<file path="src/hw/rtl/sadf_pkg.sv">
// sadf_pkg: shared types and codes for the slot allocator with deferred free
// no dependencies
package sadf_pkg;
  localparam int KIND_W = 2;
  localparam int SLOT_W = 5;
  localparam int STAT_W = 2;
  localparam int CFG_W  = 3;

  localparam logic [KIND_W-1:0] KIND_ALLOC = 2'd0;
  localparam logic [KIND_W-1:0] KIND_REL   = 2'd1;
  localparam logic [KIND_W-1:0] KIND_MARK  = 2'd2;
  localparam logic [KIND_W-1:0] KIND_FEND  = 2'd3;

  localparam logic [STAT_W-1:0] ST_OK      = 2'd0;
  localparam logic [STAT_W-1:0] ST_FULL    = 2'd1;
  localparam logic [STAT_W-1:0] ST_NOTLIVE = 2'd2;
  localparam logic [STAT_W-1:0] ST_NODIRTY = 2'd3;

  localparam logic [CFG_W-1:0] CFG_RESET = 3'd2;

  typedef struct packed {
    logic [KIND_W-1:0] kind;
    logic [SLOT_W-1:0] slot;
  } in_item_t;

  typedef struct packed {
    logic [STAT_W-1:0] status;
    logic [SLOT_W-1:0] slot_res;
    logic              last;
  } out_item_t;
endpackage

</file>
<file path="src/hw/rtl/sadf_if.sv">
// sadf_if: valid/ready channel carrying one item of the given type
// no dependencies; the payload type is a parameter
interface sadf_if #(parameter type T = logic);
  logic valid;
  logic ready;
  T     data;
  modport source (output valid, output data, input ready);
  modport sink (input valid, input data, output ready);
endinterface

</file>
<file path="src/hw/rtl/sadf_out_reg.sv">
// sadf_out_reg: two-entry skid buffer for result transactions
// depends on sadf_pkg, sadf_if
module sadf_out_reg (
  input  logic                clk,
  input  logic                rst_n,
  input  logic                push,
  input  sadf_pkg::out_item_t push_data,
  output logic                space,
  sadf_if.source              out
);
  import sadf_pkg::*;
  out_item_t d0_r, d1_r;
  logic [1:0] cnt_r, cnt_nxt;
  logic pop;

  assign pop = out.valid && out.ready;
  assign out.valid = (cnt_r != 2'd0);
  assign out.data = d0_r;
  assign space = (cnt_r == 2'd0) || (cnt_r == 2'd1 && pop);
  assign cnt_nxt = cnt_r + {1'b0, push} - {1'b0, pop};

  always_ff @(posedge clk) begin
    if (!rst_n) begin
      cnt_r <= 2'd0;
    end else begin
      cnt_r <= cnt_nxt;
    end
  end

  always_ff @(posedge clk) begin
    if (pop) begin
      d0_r <= (cnt_r == 2'd2) ? d1_r : push_data;
      if (push) d1_r <= push_data;
    end else if (push) begin
      if (cnt_r == 2'd0) d0_r <= push_data;
      else d1_r <= push_data;
    end
  end
endmodule

</file>
<file path="src/flat_wrapper.sv">
// flat-port wrapper written by rule: the top's interface ports become plain ports
module sadf_out_reg_flat import sadf_pkg::*;
  (clk, rst_n, push, push_data, space, out_valid, out_data, out_ready);
  sadf_if out_i ();
  input  logic clk;
  input  logic rst_n;
  input  logic push;
  input  sadf_pkg::out_item_t push_data;
  output logic space;
  output wire logic [$bits(out_i.valid)-1:0] out_valid;
  output wire logic [$bits(out_i.data)-1:0] out_data;
  input wire logic [$bits(out_i.ready)-1:0] out_ready;
  assign out_valid = out_i.valid;
  assign out_data = out_i.data;
  assign out_i.ready = out_ready;
  sadf_out_reg u_core (.clk(clk), .rst_n(rst_n), .push(push), .push_data(push_data), .space(space), .out(out_i));
endmodule
</file>
<file path="config.mk">
export PLATFORM = sky130hd
export DESIGN_NAME = sadf_out_reg_flat
export DESIGN_NICKNAME = d
export VERILOG_FILES = /design/src/hw/rtl/sadf_pkg.sv /design/src/hw/rtl/sadf_if.sv /design/src/hw/rtl/sadf_out_reg.sv /design/src/flat_wrapper.sv
export SDC_FILE = /design/constraint.sdc
export NUM_CORES = 1
export LEC_CHECK = 0
export BUFFER_PORTS_ARGS = -buffer_cell sky130_fd_sc_hd__buf_2
export CAP_MARGIN = 30
export CORE_AREA = 8 8 45 47
export CTS_CLUSTER_DIAMETER = 80
export DETAILED_ROUTE_END_ITERATION = 8
export DIE_AREA = 0 0 53 55
export PLACE_DENSITY = 0.35
export SLEW_MARGIN = 10
export SYNTH_ARGS = -nofsm -noshare
export SYNTH_HDL_FRONTEND = slang
export SYNTH_SLANG_ARGS = --single-unit
</file>
<file path="constraint.sdc">
create_clock -name clk -period 3.3 [get_ports clk]
set_clock_uncertainty 0.2 [all_clocks]
set_input_delay 0.33 -clock clk [delete_from_list [all_inputs] [get_ports clk]]
set_output_delay 0.33 -clock clk [all_outputs]
set_load 0.02 [all_outputs]
</file>
Word-level counts from Yosys, hierarchy flattened
Index checks and enable logic that the tools add are counted.

cells by class
  mux-type cells = 8
  add/subtract/negate cells = 2
  reductions and logical operators = 9
  equal/unequal tests = 3

operators with widths
  cell                  number
  $mux W8               4
  $reduce_bool A2 Y1    3
  $mux W1               4
  $reduce_and A2 Y1     2
  $add A2 B1 Y2         1
  $eq A2 B1 Y1 const B  1
  $eq A2 B2 Y1 const B  1
  $logic_and A1 B1 Y1   2
  $logic_not A2 Y1      1
  $ne A2 B1 Y1 const B  1
  $sub A2 B1 Y2         1
  $logic_or A1 B1 Y1    1

storage, ports and cells
  output and inout bits = 3
  word-level logic and storage cells = 25
  flip-flop bits (word level) = 4
  input port bits = 12

Depth between registers and ports, before layout
Gate-level depths: netlist of the first run.

  word-level depth = 4
  depth in mapped cells = 6
  depth with buffers taken out = 6

Worst setup path after synthesis of the first run
No wires, ideal clock.

  path kind = reg-to-reg
  start = register u_core.cnt_r[0]
  end = register u_core.d0_r, in the netlist u_core.out.data, enable pin
  cell stages (with the launch flop) = 3
  buffers on the path = 0
  setup slack = 1.966 ns
  arrival = 0.888 ns
  clock period less this slack = 1.334 ns
  data required time = 2.854 ns
  library setup time = 0.246 ns
  cell sequence = dfxtp_1 -> or2_4 -> mux2_4

between the ends
  cells in the longest elaborated chain, start to end = 4
  elaborated cells between the ends (all ways) = 6
  classes of those cells = 6 x reduce/logical

ends and longest elaborated chain
  item                                  RTL line            text
  from (decl)                           sadf_out_reg.sv:13  logic [1:0] cnt_r, cnt_nxt;
  from (signal assigned)                sadf_out_reg.sv:26  cnt_r <= cnt_nxt;
  $reduce_bool A2 Y1 *                  sadf_out_reg.sv:17  assign out.valid = (cnt_r != 2'd0);
  via out_valid                         flat_wrapper.sv:10  output wire logic [$bits(out_i.valid)-1:0] out_valid;
  $logic_and A1 B1 Y1 *                 sadf_out_reg.sv:16  assign pop = out.valid && out.ready;
  $reduce_bool A2 Y1 (no source line)   --
  $reduce_and A2 Y1 (no source line) *  --
  to (signal assigned)                  sadf_out_reg.sv:32  d0_r <= (cnt_r == 2'd2) ? d1_r : push_data;
  to (signal assigned)                  sadf_out_reg.sv:35  if (cnt_r == 2'd0) d0_r <= push_data;
  to (decl)                             sadf_out_reg.sv:12  out_item_t d0_r, d1_r;

The timed path passes the listed nets; every way through them passes the cells marked *.
A chain may end at the register's enable or synchronous reset.

Worst setup path in the final report of the first run
  start = register u_core.cnt_r[0]
  end = output out_valid

between the ends
  cells in the longest elaborated chain, start to end = 1

ends and longest elaborated chain
  item                RTL line
  $reduce_bool A2 Y1  sadf_out_reg.sv:17
  to (decl)           flat_wrapper.sv:10

Every way passes these cells.

==> summary.txt, run 1 <==
Floorplanning
  – I/O pins: 15
  – Initial Util: between 10% and 20%
  – Die Y: 55 um
  – Area of the die: around 3000 um^2
  – # rows: 14
  – Chip width: roughly 53 um
  – Core area: 1380 um^2

Synth
  – Ys flop type: edfxtp_1
  – Mapped Area: 209 um^2
  – Unique masters post-synth: 15
  – Syn_nets: 32
  – Cell taking the most area after synthesis: edfxtp_1
  – Syn Inst Count: 19
  – Post-synthesis register bit count: 4
  – Post-synth ARST share: 0%
  – Number of enable flip-flop cells after synthesis: 2
  – Register area share after synthesis: 47.9%
  – Mean Syn Cell Area: 11.0 um^2
  – Top-area cell type share of the netlist area: 28.7%
  – Ys Warns: 0
  – Top post-synthesis cells by area: edfxtp_1, dfxtp_1, mux2_4
  – Commonest cells post-synth: dfxtp_1, edfxtp_1, inv_1, o21ai_0

Pwr
  – Leak Pwr: 0.134 nW
  – Final Power: 0.147 mW
  – Worst VDD drop: 0.000138 V
  – Cell area power density: 505 nW/um^2

Final layout
  – Final #Nets: 44
  – Area growth syn-to-layout: 38.9%
  – FILL cells: 162
  – Area taken by multi-input logic gates: 101 um^2
  – Ratio of cells with drive above 1 in the final layout: 46.7%
  – N_diodes: 0
  – Register Area: ~100 um^2

Clocking
  – Post-CTS Resized: 0
  – Max H-tree Level: 1
  – Clk buf depth: 2
  – CTS hold repair buffers: 0
  – Clock sinks: 4
  – CTS tree: done
  – Worst-path clk slew: 0.04 ns
  – Total CTS buffers: 3
  – Worst skew pair latency: 0.22 ns
  – Clock Tree Root: clkbuf_4
  – Postcts setup bufs: 0

Global routing
  – GRT busiest layer: met4
  – Largest net degree at the start of global routing: 5
  – All-Layer GR Usage: under 10%
  – GR Overflow Total: 0
  – First-pass GRT wire length: 696 um
  – Met1 usage: under 10%
  – Antenna violations before repair: 0
  – Vias in the first global route: 175
  – Met3 Resource Use GR: 4.55%
  – Routing usage on met2: about 4.7%

Worst setup path
  – R2r startpoint: u_core.cnt_r[0]
  – FF-to-FF End: u_core.cnt_r[0]
  – CP Capture Type: output pin
  – CP Launch Point: u_core.cnt_r[0]
  – Critical Path RT: 2.77 ns
  – Worst Setup EP: out_valid
  – CP startpoint kind: flip-flop
  – Worst R2R Path Depth: 5
  – WS Path Type: flip-flop to output pin
  – Crit path max fanout: 4
  – Reg2reg setup slack: 1.96 ns
  – Arrival time at the worst endpoint: 0.97 ns

Route
  – DRC violations left: 0
  – WL final: 438 um
  – Final antenna-violating net count: 0
  – DRT Pass-1 Iters: 4
  – Initial DRC Count: 3
  – Vias: 172
  – Drt via density: 3.74
  – WL/cell: 9.52 um

Run status
  – Run status: completed

Job
  – Max-cap violations: 0

Place
  – PortBufs: 7
  – GPL Wtd Cong: 0.637
  – HPWL Detailed: a little under 400 um

STA
  – Actual slew at the worst max-slew pin: 0.218 ns
  – Fin. max-slew vios: 0
  – Tmin final: 1.50 ns
  – RSZ-0062 raised after global routing: no
  – Tcrit/Tclk final: between 40% and 50%
  – Fin. Hold Viols: 0
  – Number of setup violations in the final report: 0
  – Max Clock Freq: 665 MHz
  – Slew headroom: between 80% and 90%
  – Setup TNS: 0 ns

Min path
  – Hold WC Path Type: input pin to flip-flop
==> layout by cell type (no fill, tap or decap) <==
master	n
mux2_2	1
nand2b_1	1
edfxtp_1	2
and2_2	1
clkbuf_1	1
dfxtp_1	2
mux2_4	1
mux2i_1	1
nand2_1	1
or2_4	1
and2_1	1
o21ai_0	2
clkbuf_4	3
inv_1	2
nand3_1	1
a21oi_1	1
ha_1	1
buf_2	7
==> sequential cells by signal, indices dropped and copies added (netlist names) <==
register and flops:
u_core.d1_r 1, u_core.out.data 1, u_core.cnt_r 2
==> worst max-delay path, stage by stage (launching register included) <==
cell	delay, ns
dfxtp_1	0.32
or2_4	0.26
buf_2	0.16
==> logic make-up after synthesis <==
logic type      after synthesis  share of synthesized area (%)
simple gates                  6                           18.0
flops                         4                           47.9
compound gates                3                           7.18
mux                           3                           17.4
buf+inv                       2                           3.59
fa+ha+maj                     1                           5.99
==> routing by layer <==
metal / share of wire, % / vias up / wire (um)
met4: 1.6 / 0 / 7
met5: 0 / - / 0
met2: 37 / 7 / 164
met3: 12 / 2 / 51
met1: 49 / 76 / 214
li1: - / 87 / -
==> stage by stage <==
step | hold slack (ns) | setup slack (ns) | std cells | utilization, % | area, um^2
3_5_place_dp | 0.323 | 1.90 | 42 | 19.1 | 264
6_report | 0.0830 | 1.80 | 46 | 21.0 | 290
3_3_place_gp | 0.322 | 1.90 | 42 | 19.1 | 264
5_1_grt | 0.0628 | 1.73 | 46 | 21.0 | 290
2_1_floorplan | 0.229 | 1.97 | 19 | - | 209
4_1_cts | 0.0715 | 1.78 | 46 | 21.0 | 290
==> where the power goes <==
part | switching [mW] | internal, mW
Clock | 0.0186 | 0.0452
Combinational | 0.0126 | 0.0120
Sequential | 0.00196 | 0.0564
==> cell type report <==
type,count,area share [%]
Clock buffer,4,9.05
Inverter,2,2.59
Multi-Input combinational cell,13,34.9
Sequential cell,4,34.5
Tap cell,16,6.90
Timing Repair Buffer,7,12.1
==> worst min-delay path by stage <==
stage	startpoint	endpoint	slack, ns	depth (start not counted)
2_1_floorplan	push_data[0]	u_core.d1_r[0]	0.23	0
3_3_place_gp	push_data[0]	u_core.d1_r[0]	0.32	1
3_5_place_dp	push_data[0]	u_core.d1_r[0]	0.32	1
4_1_cts	push_data[0]	u_core.d1_r[0]	0.07	1
5_1_grt	push_data[0]	u_core.d1_r[0]	0.06	1
6_report	push_data[0]	u_core.d1_r[0]	0.08	1
No activity file was read; power rests on OpenSTA's default activity.
==> run 2, diff against run 1 <==
- PLACE_DENSITY: 0.35 -> 0.36
- clock period: 3.3 -> 1.2 ns (I/O delays scaled with it)
==> run 2 against run 1 <==
The flow now finishes with violations (setup timing); worst setup slack lost 1.9 ns; combinational power rose to 3.7 times the previous value; global-route usage increased by 0.16 points; sequential share of layout area fell by 5.3 points; register-to-register slack worse by 2.1 ns; non-clock buffer count up 4; via count increased by 6.4%; largest cell class unchanged.
==> summary.txt, run 2 (synthesized netlist as in run 1, its figures left out) <==
Clocking
  – Clock Tree Root: clkbuf_4
  – Max H-tree Level: 1
  – Worst-path clk slew: 0.04 ns
  – Total CTS buffers: 3
  – CTS tree: done
  – Postcts setup bufs: 0
  – Clock sinks: 4
  – Clk buf depth: 2
  – Worst skew pair latency: 0.23 ns

Route
  – DRC violations left: 0
  – WL/cell: between 9 and 10 um
  – Drt via density: 3.66
  – DRT Pass-1 Iters: 1
  – Initial DRC Count: 0
  – Final antenna-violating net count: 0
  – Vias: 183
  – WL final: 477 um

Final layout
  – Final #Nets: 48
  – N_diodes: 0
  – Most common cell after layout, fill and taps aside: buf_2
  – Finished Layout Cells: 50
  – FILL cells: between 150 and 200
  – Max FFs per register: 2
  – Register Area: between 100 and 150 um^2
  – Area taken by multi-input logic gates: roughly 120 um^2
  – Most frequent cells in the layout: buf_2, clkbuf_4, buf_4
  – Final instance area: approximately 350 um^2
  – Area growth syn-to-layout: 68.3%
  – Ratio of cells with drive above 1 in the final layout: 64.7%
  – Most flops, register: u_core.cnt_r

Worst setup path
  – Crit-path cells: or2_4 > mux2_4
  – R2r startpoint: u_core.cnt_r[0]
  – Critical Path RT: 1.00 ns
  – CP top delay family: flip-flops
  – CP max stage delay: 0.32 ns
  – Slowest CP cell: dfxtp_2
  – CP Depth: 2
  – Reg2reg setup slack: -0.11 ns
  – Buf/Inv on CP: 0
  – FF-to-FF End: u_core.out.data
  – Worst Setup EP: u_core.out.data
  – CP Launch Point: u_core.cnt_r[0]
  – CP startpoint kind: flip-flop
  – Arrival time at the worst endpoint: 1.10 ns
  – CP Capture Type: flip-flop
  – Crit path max fanout: 3
  – Worst R2R Path Depth: 2
  – WS Path Type: flip-flop to flip-flop

Floorplanning
  – Area of the die: 2920 um^2
  – I/O pins: 15
  – Core area: about 1400 um^2
  – # rows: 14
  – Chip width: 53 um
  – Initial Util: 15.1%
  – Die Y: 55 um

Global routing
  – First-pass GRT wire length: 752 um
  – GR Overflow Total: 0
  – Vias in the first global route: approximately 190
  – Antenna violations before repair: 0
  – Largest net degree at the start of global routing: 5
  – All-Layer GR Usage: 4.21%

Place
  – Placed Cells: 44
  – Area post-placement: 280 um^2
  – GPL Wtd Cong: 0.659
  – PortBufs: 7

Pwr
  – Leak Pwr: 0.158 nW
  – Cell area power density: 1220 nW/um^2
  – Worst VDD drop: roughly 0.00042 V

Run status
  – Run status: finished, violations left
  – Violated checks: setup timing

Min path
  – Hold WC Path Type: input pin to flip-flop

Job
  – Max-cap violations: 0

STA
  – Tcrit/Tclk final: 109%
  – Actual slew at the worst max-slew pin: 0.204 ns
  – Max Clock Freq: 765 MHz
  – RSZ-0062 raised after global routing: yes
  – Fin. max-slew vios: 0
  – Tmin final: 1.31 ns
  – Fin. Hold Viols: 0
  – Slew headroom: 86.2%
  – Setup TNS: -0.393 ns
  – Number of setup violations in the final report: 6
  – Final WS setup: -0.107 ns
-- run 2: cell types whose count changed in the layout (fill, tap and decap cells not counted), sizes merged --
cell | before | now
dlygate4sd3 | 0 | 2
buf | 7 | 9
-- run 2: worst min path at each step --
stage / from / slack, ns / to / depth (start not counted)
final: push / 0.05 / u_core.d1_r[0] / 2
after global routing: push / 0.03 / u_core.out.data / 2
after CTS: push / 0.04 / u_core.d1_r[0] / 2
after detailed placement: push_data[0] / 0.11 / u_core.d1_r[0] / 1
after global placement: push_data[0] / 0.11 / u_core.d1_r[0] / 1
after floorplan: push_data[0] / 0.02 / u_core.d1_r[0] / 0
-- run 2: cell type report --
cell class / instances / share of cell area (%)
clock buffers: 4 / 7.47
flip-flops and latches: 4 / 29.2
well taps: 16 / 5.69
inverters: 2 / 2.14
multi-input cells: 13 / 33.1
repair buffers: 11 / 22.4
-- run 2: through the flow --
stage | utilization [%] | worst slack, ns | total power, mW | hold slack [ns]
after floorplan | - | -0.131 | 0.207 | 0.0189
after global placement | 20.3 | -0.135 | 0.236 | 0.113
after detailed placement | 20.3 | -0.143 | 0.238 | 0.114
after CTS | 24.8 | -0.106 | 0.437 | 0.0357
after global routing | 25.4 | -0.149 | 0.472 | 0.0349
final | 25.4 | -0.107 | 0.428 | 0.0501
-- run 2: layer usage --
| layer | wire length (um) | track usage [%] |
|---|---|---|
| met5 | 0 | 0 |
| met4 | 7 | 5.17 |
| met2 | 187 | 5.08 |
| met3 | 77 | 5.08 |
| met1 | 205 | 3.04 |
-- run 2: where the power goes --
group / total (mW) / internal, mW / switching [mW]
clock network: 0.176 / 0.124 / 0.0517
logic: 0.0913 / 0.0494 / 0.0419
registers: 0.161 / 0.156 / 0.00510
-- run 2: what timing repair did --
| action | CTS | global route |
|---|---|---|
| resized for setup | 6 | 3 |
| hold endpoints to repair | 4 | 0 |
| endpoints found under the setup margin | 7 | 7 |
| pin swaps | 1 | 0 |
| hold buffers | 2 | 0 |
